$ cat src/sv/skte_ram.sv
`timescale 1ns / 1ps

module skte_ram #(
	parameter int W = 8,
	parameter int D = 16
) (
	input  logic                                clk,
	input  logic                                we,
	input  logic [((D > 2) ? $clog2(D) : 1)-1:0] waddr,
	input  logic [W-1:0]                        wdata,
	input  logic                                re,
	input  logic [((D > 2) ? $clog2(D) : 1)-1:0] raddr,
	output logic [W-1:0]                        rdata
);

	logic [W-1:0] mem [D];

	always_ff @(posedge clk) begin
		if (we) begin
			mem[waddr] <= wdata;
		end
		if (re) begin
			rdata <= mem[raddr];
		end
	end

endmodule

$ cat config.mk
export PLATFORM = sky130hd
export DESIGN_NAME = skte_ram
export DESIGN_NICKNAME = d
export VERILOG_FILES = /design/src/sv/skte_ram.sv
export SDC_FILE = /design/constraint.sdc
export NUM_CORES = 1
export LEC_CHECK = 0
export BUFFER_PORTS_ARGS = -buffer_cell sky130_fd_sc_hd__buf_2
export CELL_PAD_IN_SITES_DETAIL_PLACEMENT = 0
export CELL_PAD_IN_SITES_GLOBAL_PLACEMENT = 1
export CORE_MARGIN = 2
export CORE_UTILIZATION = 53
export DETAILED_ROUTE_END_ITERATION = 12
export PLACE_DENSITY = 0.75
export SLEW_MARGIN = 20
export SYNTH_ARGS = -nofsm -noshare
export SYNTH_HDL_FRONTEND = slang
export SYNTH_SLANG_ARGS = --single-unit
$ cat constraint.sdc
create_clock -name clk -period 2.4 [get_ports clk]
set_input_delay 0.48 -clock clk [delete_from_list [all_inputs] [get_ports clk]]
set_output_delay 0.48 -clock clk [all_outputs]
set_load 0.02 [all_outputs]
======== Yosys cells after proc, flatten, opt, wreduce, memory -nomap -nowiden ========
Memory sizes are Yosys's and may differ from the RTL's. A register that Yosys moved wholly into a read port is not among the register bits.
Cells that the tools add are included.
word-level totals
  bits in writable memories ............... 128
  bits in registers ....................... 0
  memories kept ........................... 1
  output and inout bits ................... 8
  input port bits ......................... 19
operators by class
  multiplexer cells ....................... 2
memory list
  memory  depth  width  rd ports  clocked after Yosys merged registers in  wr ports  line  source
  mem     16     8      1         1                                        1         16    logic [W-1:0] mem [D];
operators with widths
  operator  number
  $mux W1   2

======== Logic depth before layout (Yosys ltp) ========
Gate-level depths: netlist (run 1).
  word-level depth ........................ 2
  gate-level depth with buffers ........... 5
  gate-level depth less buffers ........... 3

======== Least setup slack after synthesis (run 1) ========
Ideal clock, no wire load.
  path type ............................... in2reg
  start point ............................. in waddr[2] (netlist name)
  end point ............................... mem mem[0][0], enable pin
  data arrival time ....................... 1,590 ps
  path slack .............................. 427 ps
  cell stages on the path ................. 2
  path buffers ............................ 0
  cell sequence ........................... or3b_2 > nor3_1
RTL lines
  item             line  source
  start, declared  9     input logic [((D > 2) ? $clog2(D) : 1)-1:0] waddr,
  end, declared    16
No word-level cell before the write port.

======== Worst setup path after layout (run 1) ========
  start point ............................. reg rdata[1] (read register of mem)
  end point ............................... out rdata[1]
RTL lines
  item             line  source
  start, declared  13    output logic [W-1:0] rdata
No word-level cell between the ends.

==> results of run 1 <==
==> flip-flops by register name (all words and copies together), names as in the netlist <==
register / cells
mem: 128
rdata: 8
==> Yosys cell counts, drive strengths merged <==
master	number
nor2b	1
and2	1
nor3	4
nand2b	2
and2b	1
edfxtp	136
nor2	13
nand3	1
nand2	9
clkdlybuf4s25	3
a22oi	16
nand3b	2
mux4	32
or3b	1
buf	7
==> layout by cell type (no fill, tap or decap), drive strengths merged <==
master | Yosys | layout
and2 | 1 | 1
nor3 | 4 | 4
mux4 | 32 | 32
a22oi | 16 | 16
nand3 | 1 | 1
edfxtp | 136 | 136
clkinv | 0 | 6
nor2b | 1 | 1
nor2 | 13 | 13
buf | 7 | 49
clkinvlp | 0 | 2
and2b | 1 | 1
clkbuf | 0 | 22
bufinv | 0 | 2
nand2 | 9 | 9
nand3b | 2 | 2
nand2b | 2 | 2
or3b | 1 | 1
==> where the power goes <==
part | total, µW | leakage (µW) | internal, µW | switching, µW
clock | 2340 | 0.000260 | 1460 | 876
sequential | 2690 | 0.00124 | 2680 | 13.3
combinational | 262 | 0.000602 | 109 | 153
==> per-layer routing <==
metal / global-route usage, % / vias to the layer above / part of all wire (%)
met2: 31.5 / 77 / 50
met5: 0 / - / 0
met1: 28.7 / 1238 / 43
li1: - / 1094 / -
met4: 6.07 / 0 / 1.1
met3: 6.05 / 8 / 5.8
==> path summary, 6_finish.rpt <==
check | startpoint | end | slack (ns)
max | rdata[1] | rdata[1] | 0.84
min | re | rdata[1] | 0.35
min reg2reg | mem[11][4] | rdata[4] | 0.76
max reg2reg | mem[1][1] | rdata[1] | 0.92
==> cell type report <==
type / count / area, µm²
sequential: 136 / 4080
fill: 656 / 3510
multi-input combinational: 83 / 1060
clock buffer: 22 / 433
timing repair buffer: 49 / 328
tap: 133 / 166
clock inverter: 10 / 104
==> cell families (layout without fill, tap and decap cells) <==
kind of cell / after synthesis / after routing / share of synthesized area (%)
DFF: 136 / 136 / 78.1
and+or+nand+nor: 35 / 35 / 3.14
buffers and inverters: 10 / 81 / 1.65
muxes: 32 / 32 / 14.8
AOI/OAI and AO/OA: 16 / 16 / 2.30
==> metrics by stage <==
step / util [%] / hold WS (ns) / power, µW / cells / setup slack (ns)
floorplan: - / 0.579 / 2890 / 229 / 0.427
global placement: 58.2 / 0.738 / 3000 / 401 / 0.309
detailed placement: 58.2 / 0.740 / 3010 / 401 / 0.318
CTS: 63.7 / 0.329 / 5330 / 433 / 0.823
global route: 63.7 / 0.327 / 5450 / 433 / 0.790
finish: 63.7 / 0.347 / 5290 / 433 / 0.842
==> results.cfg, run 1 <==
[run_status]
status = complete, no violations

[sta]
slew_headroom_pct = 51.7
fin_crit_ns = 1.56
clock-skew-final_ns = 0.00713
period_share_pct = 64.9
rsz0062_at_grt = false
setup_viol = 0
fin_setup_tns_ns = 0
clock.fmax_mhz = 642
timing_hold_violations_final = 0
max_slew.worst_pin.slew_ns = 0.721
slew_violations = 0

[logic_synthesis]
synth_area_um2 = 5230
syn-num-nets = 248
ys_warn_count = 0
yosysTopAreaCell = edfxtp_1
syn_avg_cell_area_um2 = 22.8
synth.top_cell.area_share_pct = 78.1
ys_seq_area_share_pct = 78.1
synth_seq_cells = 136
synth_area_leaders = edfxtp_1, mux4_2, mux4_1
syn_inst = 229
synth_cell_types = 18

[floorplan]
chipWidth_um = 103
start_util_pct = 54.0
die_area_um2 = 10700
core.rowCount = 36
coreArea_um2 = 9680
fp.dieH_um = 103
io_pins = 27

[placed_design]
port_buffers = 26
dp_hpwl_um = 6290
place_congestion = 0.747
postPlaceCellArea_um2 = 5640

[clock_network]
post_cts_resized = 0
hold_buffers = 0
htreeDepth = 4
numCtsBuffers = 17
cts_num_sinks = 136
clock_path_buffers = 2
clock_latency_ns = 0.51
cts-root-buf = clkbuf_8
postCtsSetupRepairBufs = 0
tritoncts = built
clk_pin_slew_worst_paths_ns = 0.06

[critical_path]
cp.depth = 1
path_cells = buf_2
cp_max_fo = 1
ff2ff_path_depth = 3
end_kind = output port
worstSetupPathType = flop to output port
worst-path-buf-inv = 1
cp_slowest_stage_delay_ns = 0.40
cp_data_required_time_ns = 1.92
critPathSlowestCell = edfxtp_1
start_kind = flop
cp.arrival_ns = 1.08
crit_family = flip-flops

[detailed_routing]
vias_per_cell = 5.58
drt-pass1-iter-count = 4
vias = 2417
wl_per_cell_um = 22.3
wl_um = 9640
initialDrtViolationCount = 172
route.detailed.drc = 0
ant_nets = 0

[global_route]
grt_usage_pct = 20.4
grt_pass1_wl_um = 14600
grt_max_degree = 17
grt_overflow = 0
grt_pass1_vias = 2512
grt_antenna_before_repair = 0

[final_layout]
nets = 306
diodes = 0
final_area_um2 = 6170
area_delta_synth_final_pct = 18.1
drive_gt1_share_pct = 31.3

[min_path]
min_path_type = input pin to flop
min_path_cells = 1

[power]
max-vdd-ir-drop_mv = 0.421
p_leak_uw = 0.00210
pwr_density_cell_nw_per_um2 = 857

[run]
max_cap_violations = 0
Power figures use the tool's default switching activity.
==> run 2: changes to the inputs <==
- CORE_UTILIZATION: 53 -> 48
- PLACE_DENSITY: 0.75 -> 0.71
- clock period: 2.4 -> 1.3 ns (I/O delays scaled with it)
==> results.cfg, run 2 (same netlist as run 1, synthesis figures left out) <==
[run_status]
status = finished, violations left
violations = setup timing

[placed_design]
dp_hpwl_um = 6340
dpl.cell_count = 411
port_buffers = 26
place_congestion = 0.719
postPlaceCellArea_um2 = 5730

[detailed_routing]
vias_per_cell = 5.40
drt-pass1-iter-count = 5
vias = 2390
route.detailed.drc = 0
initialDrtViolationCount = 186
wl_um = 9950
ant_nets = 0
wl_per_cell_um = 22.4

[floorplan]
coreArea_um2 = 10700
fp.dieH_um = 108
die_area_um2 = 11700
chipWidth_um = 108
core.rowCount = 38
start_util_pct = 48.6
io_pins = 27

[critical_path]
end_kind = flop
start_kind = flop
timing.reg2reg.setup_slack_ns = -0.1
ff2ff_path_depth = 3
cp_max_fo = 1
endpoint = rdata[6]
worstSetupPathType = flop to flop
cp_data_required_time_ns = 1.55
startpoint = mem[10][6]
r2r_start = mem[10][6]
cp.arrival_ns = 1.65
r2r-end = rdata[6]

[clock_network]
hold_buffers = 0
cts_num_sinks = 136
numCtsBuffers = 17
htreeDepth = 4
cts-root-buf = clkbuf_8
postCtsSetupRepairBufs = 0
clk_pin_slew_worst_paths_ns = 0.06
tritoncts = built
clock_latency_ns = 0.50
clock_path_buffers = 2

[sta]
hold_ws_ns = 0.131
fin_crit_ns = 1.40
clock-skew-final_ns = 0.00555
max_slew.worst_pin.slew_ns = 0.841
slew_headroom_pct = 43.8
worst_slack_ns = -0.0953
period_share_pct = 107
clock.fmax_mhz = 717
timing_hold_violations_final = 0
rsz0062_at_grt = true
slew_violations = 0
setup_viol = 12

[min_path]
min_path_type = input pin to flop
hold_start = re

[power]
power.switching_uw = 1950
p_seq_share_pct = 51.7
swShare_pct = 20.3
combPwrFrac_pct = 5.7
cell_internal_pwr_uw = 7670
max-vdd-ir-drop_mv = 1.17
power_frac_clock_pct = 42.5
pwr_density_cell_nw_per_um2 = 1520
p_leak_uw = 0.00209

[global_route]
grt_use_met1_pct = 25.0
grt_overflow = 0
grtUsageMet3_pct = 5.97
gr-usage-met2_pct = 30.9
grt_antenna_before_repair = 0
grt-busiest-layer = met2
grt_usage_pct = 19.0
grt_pass1_vias = 2578
grt_pass1_wl_um = 15200
grt_max_degree = 26

[final_layout]
fillers = 816
stdcell_count = 443
diodes = 0
largest-register = mem
largest_registers = mem x128, rdata x8
final_area_um2 = 6310
final_cell_mix = edfxtp_1, mux4_2, buf_2
multi_input_area_um2 = 1080
nets = 309
area_delta_synth_final_pct = 20.8
drive_gt1_share_pct = 41.3
largest_reg_flops = 128
seq_area_um2 = 4080
post-route-util_pct = 58.8
final_common_cell = edfxtp_1

[run]
max_cap_violations = 0
run 2: cell count changes in the layout (fill, tap and decap cells not counted), moves of 7 or more:
cell	before	now
a22oi_2	0	7
buf_6	0	7
mux4_2	18	32
buf_2	26	19
a22oi_1	16	9
mux4_1	14	0
run 2: cell type report:
cell class | instances | area share, %
Multi-Input combinational cell | 83 | 17.0
Timing Repair Buffer | 52 | 7.43
Sequential cell | 136 | 64.7
Clock inverter | 13 | 1.39
Clock buffer | 19 | 6.68
Tap cell | 140 | 2.77
run 2: what timing repair did:
action | in CTS | in global routing
pin swaps | 0 | 4
gates resized for setup | 19 | 3
endpoints found under the setup margin | 16 | 16
run 2: worst min path at each step:
stage                       to  slack, ns  cells after the start
floorplan            mem[0][0]       0.36                      0
global placement    mem[14][0]       0.64                      1
detailed placement    rdata[1]       0.65                      1
CTS                  mem[9][0]       0.11                      1
global route          rdata[0]       0.11                      1
finish                rdata[1]       0.13                      1
run 2: critical path, stage by stage (launching register included):
cell,delay [ns]
edfxtp_1,0.35
mux4_2,0.48
a22oi_2,0.24
nand2_1,0.08
run 2: metrics by stage:
| step | setup WS, ns | power [µW] | TNS [ns] |
|---|---|---|---|
| finish | -0.0953 | 9620 | -0.706 |
| global route | -0.137 | 9950 | -1.40 |
| CTS | -0.101 | 9710 | -1.01 |
| detailed placement | -0.486 | 5590 | -10.83 |
| global placement | -0.474 | 5570 | -9.78 |
| floorplan | -0.160 | 5360 | -1.78 |
run 2: metal layers:
layer  up-vias  wire length [µm]
met3         5               550
li1       1088                 -
met5         -                 0
met1      1238              4260
met2        59              5070
met4         0                62
run 2: power groups by stage:
stage | combinational (µW) | clock, µW | sequential [µW]
6_report | 553 | 4090 | 4980
5_1_grt | 600 | 4370 | 4980
3_5_place_dp | 527 | 0 | 5060
4_1_cts | 560 | 4170 | 4980
3_3_place_gp | 516 | 0 | 5060
2_1_floorplan | 276 | 0 | 5080
==> run 3: changes to the inputs <==
- CORE_ASPECT_RATIO: default -> 0.8
- SKIP_LAST_GASP: default -> 1
==> results.cfg, run 3 (same netlist as run 1, synthesis figures left out) <==
[detailed_routing]
top_layer = met4
ant_nets = 0
wl_um = 10400
wl_per_cell_um = 23.0
wl_met3_um = 573
route.detailed.drc = 0
vias = 2471
dr_wl_met2_um = 4960
wl_met1_um = 4740
drt-pass1-iter-count = 4
initialDrtViolationCount = 216
vias_per_cell = 5.47

[power]
max-vdd-ir-drop_mv = 1.10
p_leak_uw = 0.00215
cell_internal_pwr_uw = 8210
p_seq_share_pct = 48.0
power_frac_clock_pct = 46.4
combPwrFrac_pct = 5.6
pwr_density_cell_nw_per_um2 = 1610
swShare_pct = 20.7
power.switching_uw = 2140

[global_route]
grt_max_degree = 20
grt_pass1_wl_um = 15700
grt_usage_pct = 19.6
grt_pass1_vias = 2541
grt_antenna_before_repair = 0
grt_overflow = 0

[final_layout]
final_cell_mix = edfxtp_1, mux4_2, buf_2
diodes = 0
nets = 314
drive_gt1_share_pct = 45.1
fillers = 813
post-route-util_pct = 60.0
largest_registers = mem x128, rdata x8
final_common_cell = edfxtp_1
largest-register = mem
area_delta_synth_final_pct = 23.0
largest_reg_flops = 128

[floorplan]
coreArea_um2 = 10700
io_pins = 27
start_util_pct = 48.8
die_area_um2 = 11700
fp.dieH_um = 97.3
core.rowCount = 34
chipWidth_um = 121

[critical_path]
cp.arrival_ns = 1.57
end_kind = flop
cp_max_fo = 1
cp_data_required_time_ns = 1.46
timing.reg2reg.setup_slack_ns = -0.11
crit_family = multiplexers
worstSetupPathType = flop to flop
worst-path-buf-inv = 0
cp_slowest_stage_delay_ns = 0.53
critPathSlowestCell = mux4_2
start_kind = flop
path_cells = mux4_2 > a22oi_2 > nand2_1

[sta]
hold_ws_ns = 0.209
timing_hold_violations_final = 0
clock-skew-final_ns = 0.00966
slew_headroom_pct = 46.8
rsz0062_at_grt = true
fin_crit_ns = 1.41
clock.fmax_mhz = 710
worst_slack_ns = -0.108
max_slew.worst_pin.slew_ns = 0.797
setup_viol = 8
period_share_pct = 108
fin_setup_tns_ns = -0.707
slew_violations = 0

[run_status]
status = finished, violations left
violations = setup timing

[clock_network]
tritoncts = built
clock_path_buffers = 2
postCtsSetupRepairBufs = 0
cts-root-buf = clkbuf_16
numCtsBuffers = 17
clk_pin_slew_worst_paths_ns = 0.06
clock_latency_ns = 0.42
htreeDepth = 4
cts_num_sinks = 136

[placed_design]
place_congestion = 0.752
port_buffers = 26
dp_hpwl_um = 6760

[min_path]
min_path_type = input pin to flop

[run]
max_cap_violations = 0
## run 3: cell count changes in the layout (fill, tap and decap cells not counted), moves of 4 or more
cell	before	now
buf_4	18	22
clkinv_1	4	0
buf_2	19	26
buf_6	7	0
## run 3: worst register-to-register path, delay by kind of cell (launching register included)
kind               cells  cell delay [ns]
and+or+nand+nor        1             0.09
DFF                    1             0.36
muxes                  1             0.53
AOI/OAI and AO/OA      1             0.18
## run 3: path summary, 6_finish.rpt
check	startpoint	to	depth (start not counted)
worst max-delay path	mem[7][1]	rdata[1]	3
worst min-delay path	re	rdata[1]	1
worst max register to register	mem[7][1]	rdata[1]	3
worst min register to register	mem[10][5]	rdata[5]	3
## run 3: stage by stage
step	power, µW	setup slack (ns)	instance area, µm²	std cells
2_1_floorplan	5360	-0.160	5250	229
3_3_place_gp	5610	-0.581	5780	420
3_5_place_dp	5620	-0.588	5780	420
4_1_cts	10400	-0.115	6420	452
5_1_grt	10700	-0.150	6430	452
6_report	10300	-0.108	6430	452
## run 3: power groups by stage
stage / Combinational (µW) / Sequential [µW] / Clock [µW]
floorplan: 276 / 5080 / 0
global placement: 552 / 5060 / 0
detailed placement: 564 / 5060 / 0
CTS: 581 / 4970 / 4880
global route: 624 / 4970 / 5080
finish: 579 / 4970 / 4800
## run 3: area by class of cell
type	count	area (µm²)	share of cell area, %
clock buffer	17	425	6.61
clock inverter	15	176	2.74
multi-input combinational	83	1090	17.0
sequential	136	4080	63.5
tap	144	180	2.80
timing repair buffer	57	475	7.39
## run 3: timing repair
action                     4_1_cts  5_1_grt
gates resized for setup          7        4
setup endpoints to repair        8        8
hold buffers                     0        0
hold endpoints to repair         0        0
## run 3: layer usage
layer  vias to the layer above  track usage [%]
met5                         -                0
met2                        65             28.4
met1                      1289             28.5
met3                        11             6.16
met4                         0             6.98
li1                       1106                -
